--- src/hdl/kwm_pkg.sv ---
// Shared types, constants and codes for the k-way merge min-heap unit.
package kwm_pkg;

  // Heap sizing
  localparam int NUM_SOURCES = 16;
  localparam int VALUE_WIDTH = 32;
  localparam int SRC_W       = 4;
  localparam int MODE_W      = 2;
  localparam int STATUS_W    = 2;
  localparam int IDX_W       = (NUM_SOURCES > 1) ? $clog2(NUM_SOURCES) : 1;
  localparam int CNT_W       = $clog2(NUM_SOURCES + 1);
  localparam int CHILD_W     = IDX_W + 2;

  // Operation codes
  localparam logic [MODE_W-1:0] MODE_PUSH  = 2'd0;
  localparam logic [MODE_W-1:0] MODE_POP   = 2'd1;
  localparam logic [MODE_W-1:0] MODE_CLEAR = 2'd2;

  // Result status codes
  localparam logic [STATUS_W-1:0] STAT_OK     = 2'd0;
  localparam logic [STATUS_W-1:0] STAT_POPPED = 2'd1;
  localparam logic [STATUS_W-1:0] STAT_EMPTY  = 2'd2;
  localparam logic [STATUS_W-1:0] STAT_FULL   = 2'd3;

  // Input transaction
  typedef struct packed {
    logic [MODE_W-1:0]             mode;
    logic [SRC_W-1:0]              source;
    logic signed [VALUE_WIDTH-1:0] value;
  } in_t;

  // Output transaction
  typedef struct packed {
    logic [STATUS_W-1:0]           status;
    logic signed [VALUE_WIDTH-1:0] min_value;
    logic [SRC_W-1:0]              min_source;
  } out_t;

  // One heap slot
  typedef struct packed {
    logic signed [VALUE_WIDTH-1:0] value;
    logic [SRC_W-1:0]              source;
  } entry_t;

endpackage

--- src/hdl/kwm_ram.sv ---
// Generic single-port-write, single-port-read RAM with registered read data.
module kwm_ram #(
  parameter int WIDTH = 8,
  parameter int DEPTH = 16
) (
  input  logic                     clk_i,
  input  logic                     we_i,
  input  logic [$clog2(DEPTH)-1:0] waddr_i,
  input  logic [WIDTH-1:0]         wdata_i,
  input  logic [$clog2(DEPTH)-1:0] raddr_i,
  output logic [WIDTH-1:0]         rdata_o
);

  logic [WIDTH-1:0] mem_q [DEPTH];

  // Write port and registered read port
  always_ff @(posedge clk_i) begin
    if (we_i) begin
      mem_q[waddr_i] <= wdata_i;
    end
    rdata_o <= mem_q[raddr_i];
  end

endmodule

--- src/hdl/kwm_cmp.sv ---
// Heap order compare: smaller value first, lower source on equal values.
module kwm_cmp (
  input  kwm_pkg::entry_t a_i,
  input  kwm_pkg::entry_t b_i,
  output logic            a_first_o
);
  import kwm_pkg::*;

  logic val_lt;
  logic val_eq;

  assign val_lt    = a_i.value < b_i.value;
  assign val_eq    = a_i.value == b_i.value;
  assign a_first_o = val_lt || (val_eq && (a_i.source < b_i.source));

endmodule

--- src/hdl/k_way_merge_min_heap_unit.sv ---
// Top level of the k-way merge min-heap unit: sequencer, heap RAM and compare.
//
//  channel | direction | handshake               | payload
//  --------+-----------+-------------------------+-------------------------------
//  in      | input     | in_valid_i/in_stall_o   | in_data_i  (mode,source,value)
//  out     | output    | out_valid_o/out_stall_i | out_data_o (status,value,src)
//
// One transaction at a time; the heap lives in a RAM with one write and one
// registered read port, so each heap level costs a read plus a compare.
// A push climbs one heap level per parent read and compare, moving each losing parent
// down and writing the entry at the root or where it stops; a pop fetches the root and
// the last entry, then sifts down, reading the left and right child and comparing,
// until it settles at a leaf or after a losing compare; a pop that empties the heap
// skips the sift; clear, full, empty and unknown modes go straight to the result.
// The next transaction is taken from idle, after the result loads. Reset empties the heap
// (count only). A stalled output holds the finished result and the sequencer waits.
module k_way_merge_min_heap_unit (
  input  logic            clk_i,
  input  logic            rst_ni,
  input  logic            in_valid_i,
  output logic            in_stall_o,
  input  kwm_pkg::in_t    in_data_i,
  output logic            out_valid_o,
  input  logic            out_stall_i,
  output kwm_pkg::out_t   out_data_o
);
  import kwm_pkg::*;

  typedef enum logic [3:0] {
    ST_IDLE,
    ST_UP,
    ST_UP_CMP,
    ST_PO_RD0,
    ST_PO_RES,
    ST_PO_LAST,
    ST_DN_L,
    ST_DN_LD,
    ST_DN_R,
    ST_DN_C,
    ST_OUT
  } state_e;

  state_e             state_q, state_d;
  logic [CNT_W-1:0]   count_q, count_d;
  logic [IDX_W-1:0]   hole_q, hole_d;
  logic [IDX_W-1:0]   cidx_q, cidx_d;
  entry_t             ent_q, ent_d;
  entry_t             cand_q, cand_d;
  out_t               res_q, res_d;
  out_t               out_q, out_d;
  logic               out_valid_q, out_valid_d;

  // RAM and compare unit hookup
  logic               we;
  logic [IDX_W-1:0]   waddr;
  entry_t             wdata;
  logic [IDX_W-1:0]   raddr;
  entry_t             rdata;
  entry_t             cmp_a;
  entry_t             cmp_b;
  logic               a_first;

  // Index arithmetic
  logic [IDX_W-1:0]   parent;
  logic [CHILD_W-1:0] left;
  logic [CHILD_W-1:0] right;
  logic [CHILD_W-1:0] count_ext;
  logic [CNT_W-1:0]   count_dec;

  assign parent    = (hole_q - IDX_W'(1)) >> 1;
  assign left      = {1'b0, hole_q, 1'b1};
  assign right     = left + CHILD_W'(1);
  assign count_ext = CHILD_W'(count_q);
  assign count_dec = count_q - CNT_W'(1);

  kwm_ram #(
    .WIDTH ($bits(entry_t)),
    .DEPTH (NUM_SOURCES)
  ) u_heap_ram (
    .clk_i   (clk_i),
    .we_i    (we),
    .waddr_i (waddr),
    .wdata_i (wdata),
    .raddr_i (raddr),
    .rdata_o (rdata)
  );

  kwm_cmp u_cmp (
    .a_i       (cmp_a),
    .b_i       (cmp_b),
    .a_first_o (a_first)
  );

  assign in_stall_o  = (state_q != ST_IDLE);
  assign out_valid_o = out_valid_q;
  assign out_data_o  = out_q;

  // Sequencer next-state and datapath control
  always_comb begin
    state_d     = state_q;
    count_d     = count_q;
    hole_d      = hole_q;
    cidx_d      = cidx_q;
    ent_d       = ent_q;
    cand_d      = cand_q;
    res_d       = res_q;
    out_d       = out_q;
    out_valid_d = out_valid_q;
    we          = 1'b0;
    waddr       = hole_q;
    wdata       = ent_q;
    raddr       = '0;
    cmp_a       = ent_q;
    cmp_b       = rdata;

    // output register drains when taken
    if (out_valid_q && !out_stall_i) begin
      out_valid_d = 1'b0;
    end

    unique case (state_q)
      ST_IDLE: begin
        if (in_valid_i) begin
          res_d   = '0;
          state_d = ST_OUT;
          case (in_data_i.mode)
            MODE_PUSH: begin
              if (count_q >= CNT_W'(NUM_SOURCES)) begin
                res_d.status = STAT_FULL;
              end else begin
                ent_d.value  = in_data_i.value;
                ent_d.source = in_data_i.source;
                hole_d       = count_q[IDX_W-1:0];
                count_d      = count_q + CNT_W'(1);
                state_d      = ST_UP;
              end
            end
            MODE_POP: begin
              if (count_q == '0) begin
                res_d.status = STAT_EMPTY;
              end else begin
                state_d = ST_PO_RD0;
              end
            end
            MODE_CLEAR: begin
              count_d = '0;
            end
            default: begin
              // meaningless mode: heap untouched, status OK
            end
          endcase
        end
      end

      // sift up: write at the root, else read the parent of the hole
      ST_UP: begin
        if (hole_q == '0) begin
          we      = 1'b1;
          state_d = ST_OUT;
        end else begin
          raddr   = parent;
          state_d = ST_UP_CMP;
        end
      end

      // new entry beats parent: move parent down into the hole; else write the entry there
      ST_UP_CMP: begin
        we = 1'b1;
        if (a_first) begin
          wdata   = rdata;
          hole_d  = parent;
          state_d = ST_UP;
        end else begin
          state_d = ST_OUT;
        end
      end

      ST_PO_RD0: begin
        raddr   = '0;
        state_d = ST_PO_RES;
      end

      // root arrives: that is the result; fetch the last entry
      ST_PO_RES: begin
        res_d.status     = STAT_POPPED;
        res_d.min_value  = rdata.value;
        res_d.min_source = rdata.source;
        count_d          = count_dec;
        if (count_dec == '0) begin
          state_d = ST_OUT;
        end else begin
          raddr   = count_dec[IDX_W-1:0];
          state_d = ST_PO_LAST;
        end
      end

      ST_PO_LAST: begin
        ent_d   = rdata;
        hole_d  = '0;
        state_d = ST_DN_L;
      end

      // sift down: read left child, or settle if there is none
      ST_DN_L: begin
        if (left >= count_ext) begin
          we      = 1'b1;
          state_d = ST_OUT;
        end else begin
          raddr   = left[IDX_W-1:0];
          state_d = ST_DN_LD;
        end
      end

      ST_DN_LD: begin
        cand_d = rdata;
        cidx_d = left[IDX_W-1:0];
        if (right < count_ext) begin
          raddr   = right[IDX_W-1:0];
          state_d = ST_DN_R;
        end else begin
          state_d = ST_DN_C;
        end
      end

      // pick the better of the two children
      ST_DN_R: begin
        cmp_a = rdata;
        cmp_b = cand_q;
        if (a_first) begin
          cand_d = rdata;
          cidx_d = right[IDX_W-1:0];
        end
        state_d = ST_DN_C;
      end

      // child beats the carried entry: move child up into the hole; else write the entry there
      ST_DN_C: begin
        cmp_a = cand_q;
        cmp_b = ent_q;
        we    = 1'b1;
        if (a_first) begin
          wdata   = cand_q;
          hole_d  = cidx_q;
          state_d = ST_DN_L;
        end else begin
          state_d = ST_OUT;
        end
      end

      ST_OUT: begin
        if (!out_valid_q || !out_stall_i) begin
          out_d       = res_q;
          out_valid_d = 1'b1;
          state_d     = ST_IDLE;
        end
      end

      default: begin
        state_d = ST_IDLE;
      end
    endcase
  end

  // State and registered outputs
  always_ff @(posedge clk_i or negedge rst_ni) begin
    if (!rst_ni) begin
      state_q     <= ST_IDLE;
      count_q     <= '0;
      out_valid_q <= 1'b0;
      hole_q      <= '0;
      cidx_q      <= '0;
      ent_q       <= '0;
      cand_q      <= '0;
      res_q       <= '0;
      out_q       <= '0;
    end else begin
      state_q     <= state_d;
      count_q     <= count_d;
      out_valid_q <= out_valid_d;
      hole_q      <= hole_d;
      cidx_q      <= cidx_d;
      ent_q       <= ent_d;
      cand_q      <= cand_d;
      res_q       <= res_d;
      out_q       <= out_d;
    end
  end

endmodule

--- config.mk ---
export PLATFORM = sky130hd
export DESIGN_NAME = k_way_merge_min_heap_unit
export DESIGN_NICKNAME = d
export VERILOG_FILES = /design/src/hdl/kwm_pkg.sv /design/src/hdl/kwm_ram.sv /design/src/hdl/kwm_cmp.sv /design/src/hdl/k_way_merge_min_heap_unit.sv
export SDC_FILE = /design/constraint.sdc
export NUM_CORES = 1
export LEC_CHECK = 0
export ABC_AREA = 1
export BUFFER_PORTS_ARGS = -buffer_cell sky130_fd_sc_hd__buf_2
export CORE_MARGIN = 2
export CORE_UTILIZATION = 45
export DETAILED_ROUTE_END_ITERATION = 6
export PLACE_DENSITY = 0.75
export SYNTH_ARGS = -nofsm -noshare
export SYNTH_HDL_FRONTEND = slang
export SYNTH_SLANG_ARGS = --single-unit
--- constraint.sdc ---
create_clock -name clk_i -period 4.3 [get_ports clk_i]
set_input_delay 0.86 -clock clk_i [delete_from_list [all_inputs] [get_ports clk_i]]
set_output_delay 0.86 -clock clk_i [all_outputs]
set_load 0.005 [all_outputs]
# Yosys cells after proc, flatten, opt, wreduce, memory -nomap -nowiden

Memory sizes are Yosys's and may differ from the RTL's. A register that Yosys moved wholly into a read port is not among the register bits.
Index checks and enable logic that the tools add are counted.

Register bits after elaboration: 166
RAM bits: 576
Input port bits: 42
Output and inout port bits: 40
Logic and storage cells: 124
Memories kept: 1

$add $sub $neg: 4
Order comparisons: 5
Eq/ne operators: 22
Muxes and demuxes: 53
Reductions and logical operators: 24

Memory list:

| name             | depth | bits a word | rd ports | clocked after Yosys merged registers in | wr ports | line          | text |
|---|---|---|---|---|---|---|---|
| u_heap_ram.mem_q | 16    | 36          | 1        | 1                                       | 1        | kwm_ram.sv:14 | `logic [WIDTH-1:0] mem_q [DEPTH];` |

Operator list:

| operator            | number |
|---|---|
| $pmux 36 s2         | 5 |
| $mux 36             | 6 |
| $pmux 38 s2         | 1 |
| $mux 4              | 18 |
| $pmux 4 s11         | 1 |
| $mux 38             | 1 |
| $eq 32x32->1        | 1 |
| $lt 32x32->1        | 1 |
| $pmux 4 s4          | 2 |
| $pmux 5 s2          | 2 |
| $eq 4x3->1 const B  | 4 |
| $pmux 4 s2          | 2 |
| $eq 4x4->1 const B  | 3 |
| $ne 2x2->1 const B  | 6 |
| $logic_not 5->1     | 2 |
| $mux 5              | 2 |
| $eq 4x2->1 const B  | 2 |
| $logic_not 4->1     | 2 |
| $mux 1              | 8 |
| $reduce_and 2->1    | 4 |
| $reduce_and 4->1    | 2 |
| $reduce_bool 4->1   | 2 |
| $add 5x1->6 const B | 1 |
| $lt 6x5->1          | 1 |
| other kinds (23)    | 29 |

# Logic depth before layout (Yosys ltp)

Word-level depth: 7
Gate-level depth with buffers: 27

# Hierarchy

From an unflattened synthesis, not the netlist that was laid out.

Cells, all modules: 3,682
Area total of the unflattened synthesis: 35,451.5 um2

Modules (own cells, without submodules):

| module                    | times used | cells each | area each (um2) | sequential area each (um2) |
|---|---|---|---|---|
| kwm_ram                   | 1          | 2,379      | 25,394.4        | 18,017.3 |
| k_way_merge_min_heap_unit | 1          | 1,143      | 9,072.5         | 4,154.0 |
| kwm_cmp                   | 1          | 160        | 984.7           | 0.0 |

# Worst setup path before layout

OpenSTA, ideal clock, no wires.

Path kind: register to register
Start: register hole_q[0]
End: memory u_heap_ram.mem_q[3][0] in the netlist's numbering (enable)
Arrival: 3.922 ns
Required time: 3.826 ns
Path slack: -0.097 ns
Stages on the path, launching flop included: 10
Cells stage by stage: dfrtp_1 -> inv_1 -> ha_1 -> inv_1 -> nand4_1 -> nand2_1 -> nand2_1 -> o21ai_0 -> nor2_1 -> nor3_1

Word-level cells in the longest chain between the ends: 5
Elaborated cells between the ends (all ways): 7
Those cells by class: order compare: 1; mux: 5; reduce/logical: 1

Ends and longest elaborated chain:

| item                                                 | line                                                               | text |
|---|---|---|
| from (decl)                                          | k_way_merge_min_heap_unit.sv:45                                    | `logic [IDX_W-1:0] hole_q, hole_d;` |
| from (signal assigned)                               | k_way_merge_min_heap_unit.sv:280                                   | `hole_q <= hole_d;` |
| $ge 5x5->1 / $logic_not 4->1 (equally long branches) | k_way_merge_min_heap_unit.sv:205, k_way_merge_min_heap_unit.sv:157 |  |
| $mux 1, on equally long branches                     | k_way_merge_min_heap_unit.sv:205, k_way_merge_min_heap_unit.sv:157 |  |
| $pmux 1 s3                                           | k_way_merge_min_heap_unit.sv:121                                   | `unique case (state_q)` |
| $mux 1                                               | kwm_ram.sv:18                                                      | `if (we_i) begin` |
| $mux 1 (not written as such)                         | kwm_ram.sv:19                                                      | `mem_q[waddr_i] <= wdata_i;` |
| to (decl)                                            | kwm_ram.sv:14                                                      |  |

Several ways; a longest one is shown, not always the timed one.

# Final worst setup path

Start: register state_q[2]
End: memory u_heap_ram.mem_q[5][21] in the netlist's numbering (data pin)

Word-level cells in the longest chain between the ends: 7
Elaborated cells between the ends (all ways): 13
Those cells by class: order compare: 2; eq/ne: 4; mux: 5; reduce/logical: 2

Ends and longest elaborated chain:

| item                                                                 | line                             | text |
|---|---|---|
| from (decl)                                                          | k_way_merge_min_heap_unit.sv:43  | `state_e state_q, state_d;` |
| from (signal assigned)                                               | k_way_merge_min_heap_unit.sv:277 | `state_q <= state_d;` |
| parallel branches: the longest is 6 deep, another holds $lt 32x32->1 | --                               |  |
| $pmux 36 s2 *                                                        | k_way_merge_min_heap_unit.sv:121 |  |
| net u_heap_ram.wdata_i[21]                                           | kwm_ram.sv:9                     | `input logic [WIDTH-1:0] wdata_i,` |

Mark *: on every way through the listed nets, which the timed path passes.

==> impl_results.md <==
- Post-synthesis sequential area ratio: between 60 and 70%
- Root buf cell: clkbuf_16
- Maxcap violations: 0
- GR Layer Usage met3: 5.666%
- Leak Pwr: approximately 0.016 uW
- Crit-path slowest cell: dfrtp_1
- Cts bufs inserted: 75
- I/O pins: 82
- Max Fclk: ~250 MHz
- Worst-Margin Slew: between 1 and 1.5 ns
- First-pass GRT wire length: roughly 150,000 um
- CTS tree: done
- First DRT Iteration DRCs: 4,407
- Critical Path Fanout Max: 41
- Gr busiest metal: met2
- Final nets: 3,539
- Fin crit share: ~94%
- DIE WIDTH: about 280 um
- Clk_skew: between 0.03 and 0.04 ns
- Outcome: completed
- Commonest non-fill, non-tap cell in the layout: nand2_1
- Most frequent cells in the layout: 907 x nand2_1, 576 x edfxtp_1, 494 x nand3_1
- Yosys cell types: 47
- Final Hold Vio Count: 0
- Total track usage: 24.31%
- CP peak stage delay: around 0.43 ns
- Proportion of layout cells with a drive suffix above 1: 9.940%
- Worst slew margin: 31.04%
- Worst VDD drop: 0.0005295 V
- GR Util met2: 35.86%
- ANT nets after route: 0
- Die Y: 284.1 um
- Logic pwr share: 41.5%
- Clk pin slew, worst setup/hold paths: 0.07 ns
- Syn Area/Cell: 10.20 um^2
- Congestion Overflow GR: 0
- Clock share of power: a little over a fifth
- Crit Path Category: reg -> reg
- Area of the multi-input gates: 11,310 um^2
- Total number of vias: between 20,000 and 30,000
- GRT met1 Usage: 34.28%
- Flop pwr share: 37.7%
- Syn Nets: between 3,000 and 4,000
- HPWL after DPL: ~55,000 um
- Worst-skew pair later-pin latency: around 0.63 ns
- DP Cell Count: 4,399
- Crit end category: register
- Reg area: 22,170 um^2
- Crit-path leading delay family: simple AND/OR/NAND/NOR gates
- Setup-failing EPs final: 0
- Vias/cell: about 6
- Largest net degree at the start of global routing: 215
- CTS H-tree lvls: 3
- Crit-path cells: nor2_2, nand2_1, inv_2, buf_12, nand2_1, o211ai_1, ha_1, nand2_1, nor2_1, nand2_1, nor4_4, nand2_1, nand2_1, nand2_1, nand2_1, nand2_2, o21ai_4, buf_4, nand2_1, nand2_1, clkinvlp_4
- Internal Power: 18,910 uW
- RSZ-0062 raised after global routing: false
- Initial antenna violation count: 2
- WP data required: 4.60 ns
- Post-synth ARST share: 21.34%
- Routability-driven placement congestion ratio: about 0.94
- Port bufs: approximately 80
- DRT Wirelength: slightly above 100,000 um
- Pins over their slew limit: 0
- Starting Density: a little under half
- Cts hold-fix bufs: 0
- Post-route DRC: 0
- Ys flop type: edfxtp_1
- Fillers: 6,696
- Synth warnings: 0
- Average wire per standard cell: around 22 um
- Fin util: 51.13%
- Post-Syn Area: 35,310 um^2
- Startpoint Class: register
- Clock Sinks: 778
- CP most frequent cell: nand2_1
- Pre-antenna DRT Iters: 7
- Place WS: -0.05732 ns
- Yosys reg bits: roughly 800
- Number of synthesized flops with an enable pin: 576
- Row count: 102
- Vias in the first global route: 25,484
- Final WS setup: about 0.28 ns
- Non-Filler Instances: 4,542
- Final min period: around 4 ns
- Switching Share: 41.07%
- Buf/Inv on CP: 4
- Total Die Area: 80,710 um^2
- Pwr dens: around 810 nW/um^2
- WP data arrival: around 4.3 ns
- Core area: approximately 78,000 um^2
- Setup_tns: 0 ns
- Post-Synthesis Cells: 3,462
- Hold Crit Class: in -> async
- Number of buffers on the longest clock path: 3
- Net switching power: 13,180 uW
- Area Growth Syn to Fin: 12.37%
[cells in the mapped netlist (all sizes together), types with 2 or more instances]
master	number	area, um^2
clkbuf	111	416.7
dfrtp	166	4154
o211ai	101	758.2
dfxtp	36	720.7
buf	150	749.5
a21boi	2	15.01
nand3	500	2525
o21a	2	15.01
nand4	293	1833
nand2	917	3452
nor3	9	61.31
xnor2	3	26.28
o22ai	42	262.8
o221ai	36	315.3
nor2	53	206.5
ha	52	650.6
inv	237	889.6
a221oi	3	26.28
o21ai	126	634.4
xor2	5	43.79
edfxtp	576	17300
a22oi	3	27.52
a21oi	24	120.1
a31oi	4	25.02
o21bai	2	15.01
[through the flow]
step	hold WS, ns	instance area (um^2)	power, uW
after global placement	0.4511	37020	24490
after detailed placement	0.4550	37020	24790
after global routing	0.4102	39670	33860
final	0.3327	39670	32090
after CTS	0.3611	39530	31450
after floorplan	0.4418	35310	20510
[path summary, 6_finish.rpt]
check	startpoint	to	slack (ns)	cells past startpoint
worst min register to register	u_heap_ram.rdata_o[31]	cand_q[31]	0.47	2
max in group asynchronous	rst_ni	state_q[3]	3.14	2
worst min-delay path	rst_ni	out_data_o[36]	0.33	1
worst max-delay path	state_q[2]	u_heap_ram.mem_q[5][21]	0.28	21
worst max register to register	state_q[2]	u_heap_ram.mem_q[5][21]	0.28	21
min in group clk_i	u_heap_ram.rdata_o[31]	cand_q[31]	0.47	2
[timing repair]
action,in CTS,in global routing
gates cloned,0,7
hold endpoints to repair,0,0
endpoints found under the setup margin,208,426
gates resized for setup,1,25
buffers inserted,0,2
[state kept, by name, indices dropped and copies added (netlist names)]
register	cells
out_data_o	38
hole_q	4
u_heap_ram.mem_q	576
cand_q	36
state_q	4
res_q	38
cidx_q	4
ent_q	36
count_q	5
u_heap_ram.rdata_o	36
out_valid_o	1
[cells by family (layout without fill, tap and decap cells)]
| logic type | count (synthesis) | in the layout | synth area share [%] |
|---|---|---|---|
| XOR/XNOR | 8 | 8 | 0.1985 |
| flip-flops | 778 | 778 | 62.80 |
| AND/OR/NAND/NOR | 1775 | 1775 | 22.94 |
| buffers and inverters | 499 | 537 | 5.833 |
| AO/OA/AOI/OAI | 350 | 351 | 6.390 |
| other | 0 | 1 | 0 |
| adder cells (fa/ha/maj) | 52 | 52 | 1.843 |
[routing by layer]
metal | part of all wire, % | vias to the layer above
met5 | 0 | -
met4 | 4.3 | 0
met3 | 13 | 294
met2 | 44 | 1898
met1 | 39 | 13086
li1 | - | 12309
[final cells by class]
class | count | area share [%]
Sequential cell | 778 | 55.89
Antenna cell | 1 | 0.006308
Inverter | 238 | 2.337
Timing Repair Buffer | 160 | 3.561
Clock inverter | 29 | 0.8610
Tap cell | 1040 | 3.280
Timing Repair inverter | 6 | 0.1135
Multi-Input combinational cell | 2186 | 28.51
Clock buffer | 104 | 5.444
[power groups by stage]
stage | Combinational [uW] | Sequential (uW) | Clock [uW]
floorplan | 8610 | 11900 | 0
global placement | 12300 | 12200 | 0
CTS | 12700 | 12000 | 6720
finish | 13300 | 12100 | 6670
detailed placement | 12600 | 12200 | 0
global route | 14700 | 12200 | 7000
(Power assumes the default switching activity.)
